File: config.mk
export PLATFORM = sky130hd
export DESIGN_NAME = rtt_retransmit_timeout_estimator
export DESIGN_NICKNAME = d
export VERILOG_FILES = /design/src/rtl/rtte_pkg.sv /design/src/rtl/rtte_update.sv /design/src/rtl/rtte_alarm.sv /design/src/rtl/rtt_retransmit_timeout_estimator.sv
export SDC_FILE = /design/constraint.sdc
export NUM_CORES = 1
export LEC_CHECK = 0
export ABC_AREA = 1
export BUFFER_PORTS_ARGS = -buffer_cell sky130_fd_sc_hd__buf_2
export CAP_MARGIN = 20
export CORE_MARGIN = 8
export CORE_UTILIZATION = 55
export DETAILED_ROUTE_END_ITERATION = 10
export GPL_TIMING_DRIVEN = 0
export PLACE_DENSITY = 0.73
export SLEW_MARGIN = 20
export SYNTH_ARGS = -nofsm -noshare
export SYNTH_HDL_FRONTEND = slang
export SYNTH_HIERARCHICAL = 1
export SYNTH_SLANG_ARGS = --single-unit
File: constraint.sdc
create_clock -name clk -period 10.75 [get_ports clk]
set_input_delay 0 -clock clk [delete_from_list [all_inputs] [get_ports clk]]
set_output_delay 0 -clock clk [all_outputs]
set_load 0.02 [all_outputs]
File: src/rtl/rtte_pkg.sv
`timescale 1ns / 1ps
// ============================================================================
// rtte_pkg: shared types and constants for the RTT/RTO estimator
// Event codes, configuration register indexes, register reset values and the
// configuration bundle that travels from the register file to the datapath.
// ============================================================================
package rtte_pkg;

    // Event codes carried by the func field of a request
    typedef enum logic [1:0] {
        FUNC_NEW_PACKET = 2'd0,
        FUNC_ACK        = 2'd1,
        FUNC_TIMEOUT    = 2'd2,
        FUNC_REINIT     = 2'd3
    } func_e;

    // Configuration register indexes
    typedef enum logic [1:0] {
        CFG_RTO_MIN      = 2'd0,
        CFG_RTO_MAX      = 2'd1,
        CFG_MAX_RETRANS  = 2'd2,
        CFG_INIT_RTTVAR  = 2'd3
    } cfg_index_e;

    localparam int unsigned CFG_DATA_W = 20;
    localparam int unsigned COUNT_W    = 4;
    localparam int unsigned RTT_W      = 20;
    localparam int unsigned RTO_MS_W   = 24;
    localparam int unsigned ALARM_W    = 15;

    // Register reset values
    localparam int unsigned RST_RTO_MIN_MS     = 2000;
    localparam int unsigned RST_RTO_MAX_MS     = 60000;
    localparam int unsigned RST_MAX_RETRANS    = 3;
    localparam int unsigned RST_INIT_RTTVAR_MS = 750;

    // Round to whole seconds: floor((ms + 500) / 1000) = floor(((ms+500)>>3) / 125).
    // The reciprocal below is exact for a 22-bit dividend.
    localparam int unsigned SEC_HALF_MS   = 500;
    localparam int unsigned SEC_DIV_IN_W  = 22;
    localparam int unsigned SEC_RECIP_W   = 23;
    localparam int unsigned SEC_RECIP_SH  = 29;
    localparam logic [SEC_RECIP_W-1:0] SEC_RECIP = 23'd4294968;

    // Configuration registers as seen by the datapath
    typedef struct packed {
        logic [15:0]        rto_min_ms;
        logic [19:0]        rto_max_ms;
        logic [COUNT_W-1:0] max_retransmits;
        logic [15:0]        initial_rttvar_ms;
    } cfg_t;

endpackage

File: src/rtl/rtte_update.sv
`timescale 1ns / 1ps
// ============================================================================
// rtte_update: next-state logic of the estimator
// Folds one event into the smoothed RTT, the deviation, the RTO and the
// retransmit count, and flags give-up on a timeout past the limit.
// ============================================================================
module rtte_update #(
    parameter int unsigned FRAC_BITS = 3
) (
    input  logic [1:0]                          func,
    input  logic [rtte_pkg::RTT_W-1:0]          rtt_ms,
    input  rtte_pkg::cfg_t                      cfg,
    input  logic [19+FRAC_BITS:0]               srtt,
    input  logic [19+FRAC_BITS:0]               dev,
    input  logic [23+FRAC_BITS:0]               rto,
    input  logic [rtte_pkg::COUNT_W-1:0]        count,
    output logic [19+FRAC_BITS:0]               srtt_next,
    output logic [19+FRAC_BITS:0]               dev_next,
    output logic [23+FRAC_BITS:0]               rto_next,
    output logic [rtte_pkg::COUNT_W-1:0]        count_next,
    output logic                                give_up
);

    localparam int unsigned EST_W = 20 + FRAC_BITS;
    localparam int unsigned RTO_W = 24 + FRAC_BITS;
    localparam int unsigned SUM_W = EST_W + 3;

    rtte_pkg::func_e           func_code;
    logic [EST_W-1:0]          meas;
    logic signed [EST_W:0]     delta;
    logic signed [EST_W:0]     srtt_full;
    logic [EST_W:0]            mag;
    logic signed [EST_W+1:0]   dev_diff;
    logic signed [EST_W+1:0]   dev_full;
    logic [EST_W-1:0]          srtt_ack;
    logic [EST_W-1:0]          dev_ack;
    logic [EST_W-1:0]          dev_init;
    logic [SUM_W-1:0]          rto_sum;
    logic [SUM_W-1:0]          lo_lim;
    logic [SUM_W-1:0]          hi_lim;
    logic [SUM_W-1:0]          rto_clamped;
    logic [rtte_pkg::COUNT_W:0] count_inc;

    assign func_code = rtte_pkg::func_e'(func);

    // Ack path: floor shifts of signed differences
    always_comb
    begin
        meas      = EST_W'(rtt_ms) << FRAC_BITS;
        delta     = $signed({1'b0, meas}) - $signed({1'b0, srtt});
        srtt_full = $signed({1'b0, srtt}) + (delta >>> 3);
        srtt_ack  = srtt_full[EST_W-1:0];
        mag       = delta[EST_W] ? (EST_W+1)'(-delta) : (EST_W+1)'(delta);
        dev_diff  = $signed({1'b0, mag}) - $signed({2'b00, dev});
        dev_full  = $signed({2'b00, dev}) + (dev_diff >>> 2);
        dev_ack   = dev_full[EST_W-1:0];
        dev_init  = EST_W'(cfg.initial_rttvar_ms) << FRAC_BITS;
    end

    // Clamp srtt + 4*dev; min wins over max
    always_comb
    begin
        if (func_code == rtte_pkg::FUNC_ACK)
            rto_sum = SUM_W'(srtt_ack) + {1'b0, dev_ack, 2'b00};
        else
            rto_sum = {1'b0, dev_init, 2'b00};
        lo_lim = SUM_W'(cfg.rto_min_ms) << FRAC_BITS;
        hi_lim = SUM_W'(cfg.rto_max_ms) << FRAC_BITS;
        if (rto_sum < lo_lim)
            rto_clamped = lo_lim;
        else if (rto_sum > hi_lim)
            rto_clamped = hi_lim;
        else
            rto_clamped = rto_sum;
    end

    // Select the next state by event
    always_comb
    begin
        srtt_next  = srtt;
        dev_next   = dev;
        rto_next   = rto;
        count_next = count;
        give_up    = 1'b0;
        count_inc  = {1'b0, count} + 1'b1;
        case (func_code)
            rtte_pkg::FUNC_NEW_PACKET:
            begin
                count_next = '0;
            end
            rtte_pkg::FUNC_ACK:
            begin
                srtt_next = srtt_ack;
                dev_next  = dev_ack;
                rto_next  = RTO_W'(rto_clamped);
            end
            rtte_pkg::FUNC_TIMEOUT:
            begin
                // Double the RTO, saturate at full scale
                rto_next   = rto[RTO_W-1] ? '1 : {rto[RTO_W-2:0], 1'b0};
                give_up    = count_inc > {1'b0, cfg.max_retransmits};
                count_next = count_inc[rtte_pkg::COUNT_W] ? '1
                                                          : count_inc[rtte_pkg::COUNT_W-1:0];
            end
            rtte_pkg::FUNC_REINIT:
            begin
                srtt_next = '0;
                dev_next  = dev_init;
                rto_next  = RTO_W'(rto_clamped);
            end
            default:
            begin
                count_next = count;
            end
        endcase
    end

endmodule

File: src/rtl/rtte_alarm.sv
`timescale 1ns / 1ps
// ============================================================================
// rtte_alarm: RTO rounded to whole seconds
// Adds half a second and divides by 1000 through an exact reciprocal multiply.
// ============================================================================
module rtte_alarm (
    input  logic [rtte_pkg::RTO_MS_W-1:0] rto_ms,
    output logic [rtte_pkg::ALARM_W-1:0]  alarm_seconds
);

    localparam int unsigned SUM_W  = rtte_pkg::RTO_MS_W + 1;
    localparam int unsigned PROD_W = rtte_pkg::SEC_DIV_IN_W + rtte_pkg::SEC_RECIP_W;

    logic [SUM_W-1:0]                    rounded;
    logic [rtte_pkg::SEC_DIV_IN_W-1:0]   eighths;
    logic [PROD_W-1:0]                   prod;

    // Add half a second, drop the factor of 8, multiply by 1/125
    always_comb
    begin
        rounded       = SUM_W'(rto_ms) + SUM_W'(rtte_pkg::SEC_HALF_MS);
        eighths       = rounded[SUM_W-1:3];
        prod          = PROD_W'(eighths) * PROD_W'(rtte_pkg::SEC_RECIP);
        alarm_seconds = prod[rtte_pkg::SEC_RECIP_SH +: rtte_pkg::ALARM_W];
    end

endmodule

File: src/rtl/rtt_retransmit_timeout_estimator.sv
`timescale 1ns / 1ps
// ============================================================================
// rtt_retransmit_timeout_estimator: Jacobson/Karels RTT and RTO estimator
// Three-stage request pipeline around the estimator state and a seconds
// rounding stage, with a write-only configuration register file.
// ============================================================================
// One request enters per cycle while in_ready is high, and its result is presented
// once it has passed the input register, the estimator update and the seconds
// rounding stage; the estimator state
// updates once per request as it leaves the input register, so back-to-back
// requests see each other's effect. Each request returns exactly one result
// describing the state after the event. Values are kept in milliseconds with
// FRAC_BITS fraction bits. Configuration writes take effect on the next
// request and do not move the stored RTO until an ack or reinit.
module rtt_retransmit_timeout_estimator #(
    parameter int unsigned FRAC_BITS = 3
) (
    input  logic                                   clk,
    input  logic                                   rst_n,
    // Configuration
    input  logic                                   cfg_wr_en,
    input  logic [1:0]                             cfg_index,
    input  logic [rtte_pkg::CFG_DATA_W-1:0]        cfg_wdata,
    // Requests
    input  logic                                   in_valid,
    output logic                                   in_ready,
    input  logic [1:0]                             func,
    input  logic [rtte_pkg::RTT_W-1:0]             rtt_ms,
    // Results
    output logic                                   out_valid,
    input  logic                                   out_ready,
    output logic [rtte_pkg::RTO_MS_W-1:0]          rto_ms,
    output logic [rtte_pkg::ALARM_W-1:0]           alarm_seconds,
    output logic                                   give_up,
    output logic [rtte_pkg::COUNT_W-1:0]           retransmit_count,
    output logic [19:0]                            smoothed_rtt_ms,
    output logic [19:0]                            deviation_ms
);

    localparam int unsigned EST_W = 20 + FRAC_BITS;
    localparam int unsigned RTO_W = 24 + FRAC_BITS;

    localparam int unsigned RST_RTO_RAW = 4 * rtte_pkg::RST_INIT_RTTVAR_MS;
    localparam int unsigned RST_RTO_MS  =
        (RST_RTO_RAW < rtte_pkg::RST_RTO_MIN_MS) ? rtte_pkg::RST_RTO_MIN_MS :
        (RST_RTO_RAW > rtte_pkg::RST_RTO_MAX_MS) ? rtte_pkg::RST_RTO_MAX_MS :
        RST_RTO_RAW;
    localparam logic [RTO_W-1:0] RST_RTO = RTO_W'(RST_RTO_MS) << FRAC_BITS;
    localparam logic [EST_W-1:0] RST_DEV =
        EST_W'(rtte_pkg::RST_INIT_RTTVAR_MS) << FRAC_BITS;

    rtte_pkg::cfg_t                cfg_reg;

    logic [EST_W-1:0]              srtt_reg;
    logic [EST_W-1:0]              dev_reg;
    logic [RTO_W-1:0]              rto_reg;
    logic [rtte_pkg::COUNT_W-1:0]  count_reg;

    logic [EST_W-1:0]              srtt_next;
    logic [EST_W-1:0]              dev_next;
    logic [RTO_W-1:0]              rto_next;
    logic [rtte_pkg::COUNT_W-1:0]  count_next;
    logic                          give_up_next;

    // Stage A: input register
    logic                          a_valid_reg;
    logic [1:0]                    a_func_reg;
    logic [rtte_pkg::RTT_W-1:0]    a_rtt_reg;

    // Stage B: updated state snapshot
    logic                          b_valid_reg;
    logic [rtte_pkg::RTO_MS_W-1:0] b_rto_ms_reg;
    logic                          b_give_up_reg;
    logic [rtte_pkg::COUNT_W-1:0]  b_count_reg;
    logic [19:0]                   b_srtt_ms_reg;
    logic [19:0]                   b_dev_ms_reg;

    // Stage C: result register
    logic                          c_valid_reg;
    logic [rtte_pkg::RTO_MS_W-1:0] c_rto_ms_reg;
    logic [rtte_pkg::ALARM_W-1:0]  c_alarm_reg;
    logic                          c_give_up_reg;
    logic [rtte_pkg::COUNT_W-1:0]  c_count_reg;
    logic [19:0]                   c_srtt_ms_reg;
    logic [19:0]                   c_dev_ms_reg;

    logic [rtte_pkg::ALARM_W-1:0]  alarm_next;
    logic                          adv_a;
    logic                          adv_b;
    logic                          adv_c;

    // Advance each stage when the next one is free or draining
    assign adv_c    = b_valid_reg && (!c_valid_reg || out_ready);
    assign adv_b    = a_valid_reg && (!b_valid_reg || adv_c);
    assign in_ready = !a_valid_reg || adv_b;
    assign adv_a    = in_valid && in_ready;

    // Configuration registers
    always_ff @(posedge clk or negedge rst_n)
    begin
        if (!rst_n)
        begin
            cfg_reg.rto_min_ms        <= 16'(rtte_pkg::RST_RTO_MIN_MS);
            cfg_reg.rto_max_ms        <= 20'(rtte_pkg::RST_RTO_MAX_MS);
            cfg_reg.max_retransmits   <= rtte_pkg::COUNT_W'(rtte_pkg::RST_MAX_RETRANS);
            cfg_reg.initial_rttvar_ms <= 16'(rtte_pkg::RST_INIT_RTTVAR_MS);
        end
        else if (cfg_wr_en)
        begin
            case (rtte_pkg::cfg_index_e'(cfg_index))
                rtte_pkg::CFG_RTO_MIN:     cfg_reg.rto_min_ms        <= cfg_wdata[15:0];
                rtte_pkg::CFG_RTO_MAX:     cfg_reg.rto_max_ms        <= cfg_wdata[19:0];
                rtte_pkg::CFG_MAX_RETRANS: cfg_reg.max_retransmits   <= cfg_wdata[3:0];
                rtte_pkg::CFG_INIT_RTTVAR: cfg_reg.initial_rttvar_ms <= cfg_wdata[15:0];
                default:                   cfg_reg.rto_min_ms        <= cfg_reg.rto_min_ms;
            endcase
        end
    end

    rtte_update #(
        .FRAC_BITS (FRAC_BITS)
    ) u_update (
        .func       (a_func_reg),
        .rtt_ms     (a_rtt_reg),
        .cfg        (cfg_reg),
        .srtt       (srtt_reg),
        .dev        (dev_reg),
        .rto        (rto_reg),
        .count      (count_reg),
        .srtt_next  (srtt_next),
        .dev_next   (dev_next),
        .rto_next   (rto_next),
        .count_next (count_next),
        .give_up    (give_up_next)
    );

    rtte_alarm u_alarm (
        .rto_ms        (b_rto_ms_reg),
        .alarm_seconds (alarm_next)
    );

    // Control: valid flags and estimator state
    always_ff @(posedge clk or negedge rst_n)
    begin
        if (!rst_n)
        begin
            a_valid_reg <= 1'b0;
            b_valid_reg <= 1'b0;
            c_valid_reg <= 1'b0;
            srtt_reg    <= '0;
            dev_reg     <= RST_DEV;
            rto_reg     <= RST_RTO;
            count_reg   <= '0;
        end
        else
        begin
            if (in_ready)
                a_valid_reg <= in_valid;
            if (!b_valid_reg || adv_c)
                b_valid_reg <= a_valid_reg;
            if (!c_valid_reg || out_ready)
                c_valid_reg <= b_valid_reg;
            if (adv_b)
            begin
                srtt_reg  <= srtt_next;
                dev_reg   <= dev_next;
                rto_reg   <= rto_next;
                count_reg <= count_next;
            end
        end
    end

    // Payload: capture request, snapshot state, rounded result
    always_ff @(posedge clk)
    begin
        if (adv_a)
        begin
            a_func_reg <= func;
            a_rtt_reg  <= rtt_ms;
        end
        if (adv_b)
        begin
            b_rto_ms_reg  <= rto_next[RTO_W-1:FRAC_BITS];
            b_give_up_reg <= give_up_next;
            b_count_reg   <= count_next;
            b_srtt_ms_reg <= srtt_next[EST_W-1:FRAC_BITS];
            b_dev_ms_reg  <= dev_next[EST_W-1:FRAC_BITS];
        end
        if (adv_c)
        begin
            c_rto_ms_reg  <= b_rto_ms_reg;
            c_alarm_reg   <= alarm_next;
            c_give_up_reg <= b_give_up_reg;
            c_count_reg   <= b_count_reg;
            c_srtt_ms_reg <= b_srtt_ms_reg;
            c_dev_ms_reg  <= b_dev_ms_reg;
        end
    end

    assign out_valid        = c_valid_reg;
    assign rto_ms           = c_rto_ms_reg;
    assign alarm_seconds    = c_alarm_reg;
    assign give_up          = c_give_up_reg;
    assign retransmit_count = c_count_reg;
    assign smoothed_rtt_ms  = c_srtt_ms_reg;
    assign deviation_ms     = c_dev_ms_reg;

    // Give-up only follows a timeout, which leaves a nonzero count
    assert property (@(posedge clk) disable iff (!rst_n)
        (out_valid && give_up) |-> (retransmit_count != '0))
        else $error("give_up raised with zero retransmit count");

    // Rounded seconds stay within half a second of the RTO
    assert property (@(posedge clk) disable iff (!rst_n)
        out_valid |-> ((26'(alarm_seconds) * 26'd1000 <= 26'(rto_ms) + 26'd500) &&
                       (26'(rto_ms) + 26'd500 < 26'(alarm_seconds) * 26'd1000 + 26'd1000)))
        else $error("alarm_seconds does not match rto_ms");

    // A stalled result holds the stage behind it
    assert property (@(posedge clk) disable iff (!rst_n)
        (c_valid_reg && !out_ready && b_valid_reg) |=> b_valid_reg)
        else $error("pending snapshot dropped under output stall");

endmodule

# Word-level counts from Yosys, hierarchy flattened
# Index checks and enable logic that the tools add are counted.
dict set report word_totals {
  regBits 311
}
dict set report op_classes {
  addsub 8
  mul 1
  n_lt_le_gt_ge 3
  n_eq_ne 6
  muxes 10
  reduce_logical 20
}
# cell count
set ops {}
lappend ops {{$pmux 23 s2} 2}
lappend ops {{$mux 26} 3}
lappend ops {{$pmux 27 s2} 1}
lappend ops {{$mul 22x20->41 const B} 1}
lappend ops {{$mux 27} 1}
lappend ops {{$add 23x25->26} 1}
lappend ops {{$gt 26x23->1} 1}
lappend ops {{$lt 26x19->1} 1}
lappend ops {{$add 24x9->25 const B} 1}
lappend ops {{$sub 24x23->25} 1}
lappend ops {{$mux 24} 1}
lappend ops {{$neg 24->24} 1}
lappend ops {{$sub 23x23->24} 1}
lappend ops {{$add 23x21->23} 1}
lappend ops {{$add 23x23->23} 1}
lappend ops {{$reduce_and 2->1} 6}
lappend ops {{$eq 2x2->1 const B} 4}
lappend ops {{$pmux 4 s2} 1}
lappend ops {{$add 4x1->5 const B} 1}
lappend ops {{$gt 5x4->1} 1}
lappend ops {{$eq 2x1->1 const B} 2}
lappend ops {{$logic_not 2->1} 2}
lappend ops {{$mux 4} 1}
lappend ops {{$reduce_bool 2->1} 2}
lappend ops {{4 further kinds} 10}

# Longest topological paths before layout
# Gate-level depths: netlist (run 1).
dict set report logic_depth {
  ltp_word 11
  ltp_mapped 63
  mapped_depth_nobuf 61
}

# By module
# Netlist (run 1), hierarchy kept.
# mod n_inst cells_each area_each_um2 seq_area_each_um2
set modules_own_cells {}
lappend modules_own_cells {rtt_retransmit_timeout_estimator 1 730 10500.1 8703.3}
lappend modules_own_cells {rtte_update 1 1652 9181.3 0.0}
lappend modules_own_cells {rtte_alarm 1 1139 7820.0 0.0}

# Worst setup path before layout (run 1)
# OpenSTA, ideal clock, no wires.
dict set report synth_path {
  path_type {flip-flop to flip-flop}
  from {register srtt_reg[7]}
  to {register b_rto_ms_reg[16] (netlist name), data pin}
  arrival_ps 7882
  path_slack_ps 2608
  path_stages_with_launch 58
  n_path_buf 2
  period_less_slack_ps 8142
  path_cell_list {dfrtp_1 inv_1 ha_1 nand2_1 inv_2 nand2_1 nand2_1 nand2_1 nand3_1 nand2_1 nand2_1 nand2_1 a21oi_1 nor2_2 inv_1 clkbuf_1 nor2_1 xor2_1 [... 22 more ...] xor2_1 ha_1 nand2_1 nor4_1 nand4_1 and3_1 inv_1 nor2_1 nor3_1 ha_1 nand4_1 nor3_1 nand3_1 nand2_1 clkbuf_1 nand4_1 nand4_1 nand2_1}
}
dict set report synth_via {
  elab_chain_len 11
  elab_cells_between_ends 13
  classes_between {add/sub: 6; order compare: 2; mux: 5}
}
# item line_no
set synth_rtl {}
lappend synth_rtl {{start, declared} rtt_retransmit_timeout_estimator.sv:54} ;# logic [EST_W-1:0] srtt_reg;
lappend synth_rtl {{start signal, assigned} rtt_retransmit_timeout_estimator.sv:165} ;# srtt_reg <= srtt_next;
lappend synth_rtl {{$sub 23x23->24} rtte_update.sv:50} ;# delta = $signed({1'b0, meas}) - $signed({1'b0, srtt});
lappend synth_rtl {{$neg 24->24} rtte_update.sv:53} ;# mag = delta[EST_W] ? (EST_W+1)'(-delta) : (EST_W+1)'(delta);
lappend synth_rtl {{$mux 24} rtte_update.sv:53}
lappend synth_rtl {{$sub 24x23->25} rtte_update.sv:54} ;# dev_diff = $signed({1'b0, mag}) - $signed({2'b00, dev});
lappend synth_rtl {{$add 23x23->23} rtte_update.sv:55} ;# dev_full = $signed({2'b00, dev}) + (dev_diff >>> 2);
lappend synth_rtl {{$add 23x25->26 *} rtte_update.sv:64} ;# rto_sum = SUM_W'(srtt_ack) + {1'b0, dev_ack, 2'b00};
lappend synth_rtl {{$mux 26 *} rtte_update.sv:63} ;# if (func_code == rtte_pkg::FUNC_ACK)
lappend synth_rtl {{$gt 26x23->1} rtte_update.sv:71} ;# else if (rto_sum > hi_lim)
lappend synth_rtl {{$mux 26} rtte_update.sv:71}
lappend synth_rtl {{$mux 26 *} rtte_update.sv:69} ;# if (rto_sum < lo_lim)
lappend synth_rtl {{$pmux 27 s2 *} rtte_update.sv:86} ;# case (func_code)
lappend synth_rtl {{via rto_next[19]} rtt_retransmit_timeout_estimator.sv:61} ;# logic [RTO_W-1:0] rto_next;
lappend synth_rtl {{end signal, assigned} rtt_retransmit_timeout_estimator.sv:183} ;# b_rto_ms_reg <= rto_next[RTO_W-1:FRAC_BITS];
lappend synth_rtl {{end, declared} rtt_retransmit_timeout_estimator.sv:72} ;# logic [rtte_pkg::RTO_MS_W-1:0] b_rto_ms_reg;
# The timed path passes the listed nets; every way through them passes the cells marked *.
# A chain may end at the register's enable or synchronous reset.

# Worst setup path in the final report (run 1)
dict set report layout_path {
  from {register srtt_reg[10]}
  to {register rto_reg[8]}
}
dict set report layout_via {
  elab_chain_len 11
  elab_cells_between_ends 13
  classes_between {add/sub: 6; order compare: 2; mux: 5}
}
# item line_no
set layout_rtl {}
lappend layout_rtl {{$sub 23x23->24} rtte_update.sv:50}
lappend layout_rtl {{$neg 24->24} rtte_update.sv:53}
lappend layout_rtl {{$mux 24} rtte_update.sv:53}
lappend layout_rtl {{$sub 24x23->25} rtte_update.sv:54}
lappend layout_rtl {{$add 23x23->23} rtte_update.sv:55}
lappend layout_rtl {{$add 23x25->26 *} rtte_update.sv:64}
lappend layout_rtl {{$mux 26 *} rtte_update.sv:63}
lappend layout_rtl {{$gt 26x23->1} rtte_update.sv:71}
lappend layout_rtl {{$mux 26} rtte_update.sv:71}
lappend layout_rtl {{$mux 26 *} rtte_update.sv:69}
lappend layout_rtl {{$pmux 27 s2 *} rtte_update.sv:86}
lappend layout_rtl {{via rto_next[8]} rtt_retransmit_timeout_estimator.sv:61}
lappend layout_rtl {{end signal, assigned} rtt_retransmit_timeout_estimator.sv:167} ;# rto_reg <= rto_next;
lappend layout_rtl {{end, declared} rtt_retransmit_timeout_estimator.sv:56} ;# logic [RTO_W-1:0] rto_reg;
# Marks and branches as above.

==> flow_metrics.tcl, run 1 <==
set metrics [dict create \
    status "complete, no violations" \
    syn_inst 3521 \
    drc 0 \
    numCtsBuffers 37 \
    synth-seq-cells 311 \
    fin_nets 4224 \
    r2r_end "rto_reg[8]" \
    synth_area_um2 27500 \
    final_antenna_net_count 0 \
    met1_usage_pct 37.21 \
    min_period_ns 9.921 \
    finalMaxSlewViolations 0 \
    cts_sinks 311 \
    cp_data_arrival_time_ns 10.42 \
    core.rowCount 82 \
    setup_tns_ns 0 \
    drtPass1Iterations 6 \
    grt_pass1_vias 23620 \
    drt-vias-per-instance 5.448 \
    crit_family "simple AND/OR/NAND/NOR gates" \
    syn_avg_cell_area_um2 7.811 \
    max_slew_margin_pct 30.40 \
    rsz0062_at_grt "false" \
    slowest_stage "dfrtp_1" \
    path_clk_slew_ns 0.06 \
    place.gp.congestion 0.9973 \
    critPathBufInv 7 \
    startpoint_type "flip-flop" \
    wire_per_inst_um 18.36 \
    dp_hpwl_mm 65.60 \
    crit_type "flip-flop to flip-flop" \
    yosysWarnings 6 \
    die-area_um2 57410 \
    io_buffer_count 134 \
    cap_violations 0 \
    grt_remaining_overflow 0 \
    drive_above_1_share_pct 9.897 \
    startpoint "srtt_reg[10]" \
    synthArstFlopShare_pct 43.73 \
    start_util_pct 55.27 \
    final_cell_mix "nand2_1, inv_1, ha_1" \
    grt-busiest-layer "met2" \
    dieWidth_um 239.6 \
    rr_startpoint "srtt_reg[10]" \
    syn-num-nets 3995 \
    routed_wl_mm 81.70 \
    cts_max_level 2 \
    met3_usage_pct 4.095 \
    r2r_cells 59 \
    seq_area_frac_synth_pct 31.65 \
    setup_viol 0 \
    antenna_found_initial 1 \
    core-area_um2 49760 \
    clock-skew-final_ns 0.02746 \
    cp_max_fo 13 \
    diodes 0 \
    largest_reg_flops 56 \
    final_common_cell "nand2_1" \
    post_cts_buffers 0 \
    area_growth_pct 12.80 \
    grt_pass1_wl_mm 128.1 \
    drt_first_iter_violations 2048 \
    cts_root_buf "clkbuf_16" \
    die_y_um 239.6 \
    tightest_slew_ns 1.037 \
    clk_latency_ns 0.57 \
    crit_top_cell "nand2_1" \
    grtUsageMet2_pct 46.55 \
    fmax_mhz 100.8 \
    hold_class "primary input to asynchronous set/reset pin" \
    synth.distinct_cells 56 \
    worstSetupEndpointType "flip-flop" \
    clock_path_buffers 3 \
    worstPathRequired_ns 11.25 \
    finalCritPeriodShare_pct 92.28 \
    crit_path_max_incr_delay_ns 0.43 \
    synth-main-ff-cell "edfxtp_1" \
    synth_edf_count 175 \
    track_usage_pct 28.48 \
    cts_tree "done" \
    grt_max_degree 85 \
    pin_count 135 \
    vias 24250 \
    hold_viol_final 0 \
    r2r_slack_ns 0.83 \
]
per-stage QoR:
step | cell area (um2) | cells | utilization [%] | worst slack [ns] | hold slack [ns]
3_3_place_gp | 29010 | 4327 | 58.31 | 0.2647 | 0.1767
3_5_place_dp | 29160 | 4333 | 58.60 | 0.1907 | -0.04969
4_1_cts | 30980 | 4451 | 62.25 | 0.1426 | 0.04474
5_1_grt | 31020 | 4451 | 62.34 | 0.009432 | 0.06959
6_report | 31020 | 4451 | 62.34 | 0.8294 | 0.05958
2_1_floorplan | 27500 | 3521 | - | 2.608 | -0.2956
worst reg2reg max path: cells and delay by family (launching register included):
kind / cells / cell delay (ns)
AO/OA/AOI/OAI: 15 / 2.76
XOR/XNOR: 3 / 0.55
adder cells (fa/ha/maj): 5 / 1.78
buffers and inverters: 7 / 0.96
flip-flops: 1 / 0.43
AND/OR/NAND/NOR: 29 / 3.38
per-layer routing:
layer / vias to the layer above / wire length [um]
met5: - / 13
met2: 923 / 37240
met1: 11240 / 34440
met4: 2 / 4111
met3: 221 / 5895
li1: 11860 / -
logic make-up (layout without fill, tap and decap cells):
family                     after synthesis  after routing  synth area share (%)
AOI/OAI and AO/OA                      446            446                 9.076
DFF                                    311            311                 31.65
and+or+nand+nor                       1526           1526                 23.74
xor gates and xnor gates               115            115                 3.690
buffers and inverters                  698            956                 9.804
adders and majority gates              425            425                 22.04
how the worst max path moves through the flow:
stage,to,cells past startpoint
3_5_place_dp,rto_reg[8],61
4_1_cts,rto_reg[8],60
5_1_grt,rto_reg[12],59
6_report,rto_reg[8],59
2_1_floorplan,b_rto_ms_reg[16],57
3_3_place_gp,rto_reg[8],61
cells in the mapped netlist (9+ instances only):
master,number,area (um2)
buf_2,16,80.08
dfstp_2,36,945.9
a21oi_1,182,910.9
o211ai_1,19,142.6
nand2_1,922,3461
a31oi_1,10,62.56
o21bai_1,17,127.6
nor2_1,210,788.3
nor3_1,31,155.2
nand3_1,212,1061
xnor2_1,33,289.0
nand2_2,26,162.7
nand4_1,60,375.4
fa_1,99,1982
ha_1,326,4079
o21ai_0,157,785.8
dfrtp_1,100,2502
inv_1,601,2256
buf_1,9,33.78
edfxtp_1,175,5255
inv_2,15,56.30
nor2_2,29,181.4
clkbuf_1,38,142.6
xor2_1,81,709.4
final cells by class:
cell class              count  area, um2
clock inverters            24      311.5
inverters                 624       2345
repair buffers            191       1341
plain buffers              73      354.1
clock buffers              44      994.7
flip-flops and latches    311       8703
multi-input cells        2512      16130
well taps                 672      840.8
fillers                  4465      18740
timing repair:
item	CTS	global route
endpoints found under the setup margin	0	43
hold endpoints to repair	194	0
resized for setup	0	12
hold buffers	50	0
Power of run 1 is not shown: default switching activity piles up to over one toggle a cycle in this logic, so the estimate is an artifact.
==> run 2: changes to the inputs <==
==> constraint.sdc (replaced) <==
create_clock -name clk -period 11.15 [get_ports clk]
set_input_delay 1.115 -clock clk [delete_from_list [all_inputs] [get_ports clk]]
set_output_delay 1.115 -clock clk [all_outputs]
set_load 0.02 [all_outputs]
==> run 2 against run 1 <==
Compared with the run above:
- count of clock-buffer cells in the layout unchanged
- final cell count is 1.1% lower
- non-clock buffer count decreased by 49
- worst setup slack improved by 0.027 ns
- via count down 0.70%
- utilization down 1.0 points
- hold slack better by 0.36 ns
- register-to-register slack better by 0.03 ns
==> flow_metrics.tcl, run 2 (synthesis gave the netlist of run 1 again) <==
set metrics [dict create \
    grt_pass1_vias 23370 \
    met3_usage_pct 4.072 \
    status "complete, no violations" \
    grt_max_degree 85 \
    drt-vias-per-instance 5.470 \
    setup_tns_ns 0 \
    track_usage_pct 28.14 \
    startpoint_type "flip-flop" \
    drc 0 \
    place.gp.congestion 0.9973 \
    io_buffer_count 134 \
    place_area_um2 29160 \
    cts_root_buf "clkbuf_16" \
    cts_tree "done" \
    min_from "b_dev_ms_reg[3]" \
    final_area_um2 30510 \
    area_growth_pct 10.93 \
    slowest_stage "dfrtp_1" \
    cp_data_arrival_time_ns 10.80 \
    hold_viol_final 0 \
    post_cts_resized 0 \
    fmax_mhz 97.15 \
    grt_pass1_wl_mm 126.5 \
    dp.cells 4333 \
    startpoint "srtt_reg[10]" \
    drt_first_iter_violations 2006 \
    cp_max_fo 10 \
    die_y_um 239.6 \
    worstSetupEndpointType "flip-flop" \
    core.rowCount 82 \
    clk_latency_ns 0.57 \
    min_period_ns 10.29 \
    rr_startpoint "srtt_reg[10]" \
    setup_viol 0 \
    worstPathRequired_ns 11.65 \
    hold_depth 0 \
    post_cts_buffers 0 \
    dp_hpwl_mm 65.60 \
    dieWidth_um 239.6 \
    crit_top_cell "nand2_1" \
    hold_class "flip-flop to flip-flop" \
    largest_reg_flops 56 \
    drtPass1Iterations 6 \
    cts_hold_buffers 0 \
    final_common_cell "nand2_1" \
    fin_nets 4175 \
    finalMaxSlewViolations 0 \
    clock-skew-final_ns 0.02820 \
    met1_usage_pct 36.92 \
    diodes 0 \
    max_slew_margin_pct 29.65 \
    crit_path_max_incr_delay_ns 0.43 \
    drive_above_1_share_pct 9.946 \
    tightest_slew_ns 1.048 \
    clock_path_buffers 3 \
    finalCritPeriodShare_pct 92.32 \
    routed_wl_mm 80.70 \
    r2r_cells 60 \
    numCtsBuffers 37 \
    rsz0062_at_grt "false" \
    cts_max_level 2 \
    final_antenna_net_count 0 \
    core-area_um2 49760 \
    grtUsageMet2_pct 45.78 \
    cts_sinks 311 \
    grt_remaining_overflow 0 \
    grt-busiest-layer "met2" \
    pin_count 135 \
    antenna_found_initial 1 \
    final_cell_mix "nand2_1, inv_1, ha_1" \
    die-area_um2 57410 \
    start_util_pct 55.27 \
    wire_per_inst_um 18.33 \
    vias 24080 \
    path_clk_slew_ns 0.06 \
    stdcell_count 4402 \
    crit_type "flip-flop to flip-flop" \
    cap_violations 0 \
]
run 2: area by class of cell:
class	count	area, um2
plain buffers	74	356.6
multi-input cells	2512	16120
well taps	672	840.8
inverters	624	2345
fillers	4538	19250
repair buffers	141	830.8
flip-flops and latches	311	8703
clock inverters	24	311.5
clock buffers	44	994.7
run 2: metal layers:
| metal | routed length [um] | up-vias |
|---|---|---|
| met1 | 33890 | 11200 |
| met2 | 36740 | 885 |
| li1 | - | 11770 |
| met5 | 13 | - |
| met4 | 3962 | 2 |
| met3 | 6083 | 217 |
run 2: worst max-delay path: cells and delay by family (launching register included):
kind	cells	cell delay, ns
AOI/OAI and AO/OA	15	2.78
DFF	1	0.43
adders and majority gates	5	1.78
and+or+nand+nor	29	3.54
buffers and inverters	8	1.16
xor gates and xnor gates	3	0.55
run 2: worst paths after layout:
path                            slack (ns)         endpoint
worst max-delay path                  0.86      rto_reg[17]
worst min-delay path                  0.42  deviation_ms[3]
worst max register to register        0.86      rto_reg[17]
worst min register to register        0.42  deviation_ms[3]
max in group asynchronous             9.87       dev_reg[4]
min in group asynchronous             0.47      cfg_reg[45]
run 2: per-stage QoR:
stage                     setup slack (ns)  utilization [%]  hold WS, ns
after global placement              0.6647            58.31       0.4008
after floorplan                      3.008                -       0.4003
final                               0.8564            61.31       0.4170
after CTS                           0.5426            61.23       0.4074
after detailed placement            0.5907            58.60       0.4045
after global routing               0.08836            61.31       0.4213
Power of run 2 is left out for the same reason.
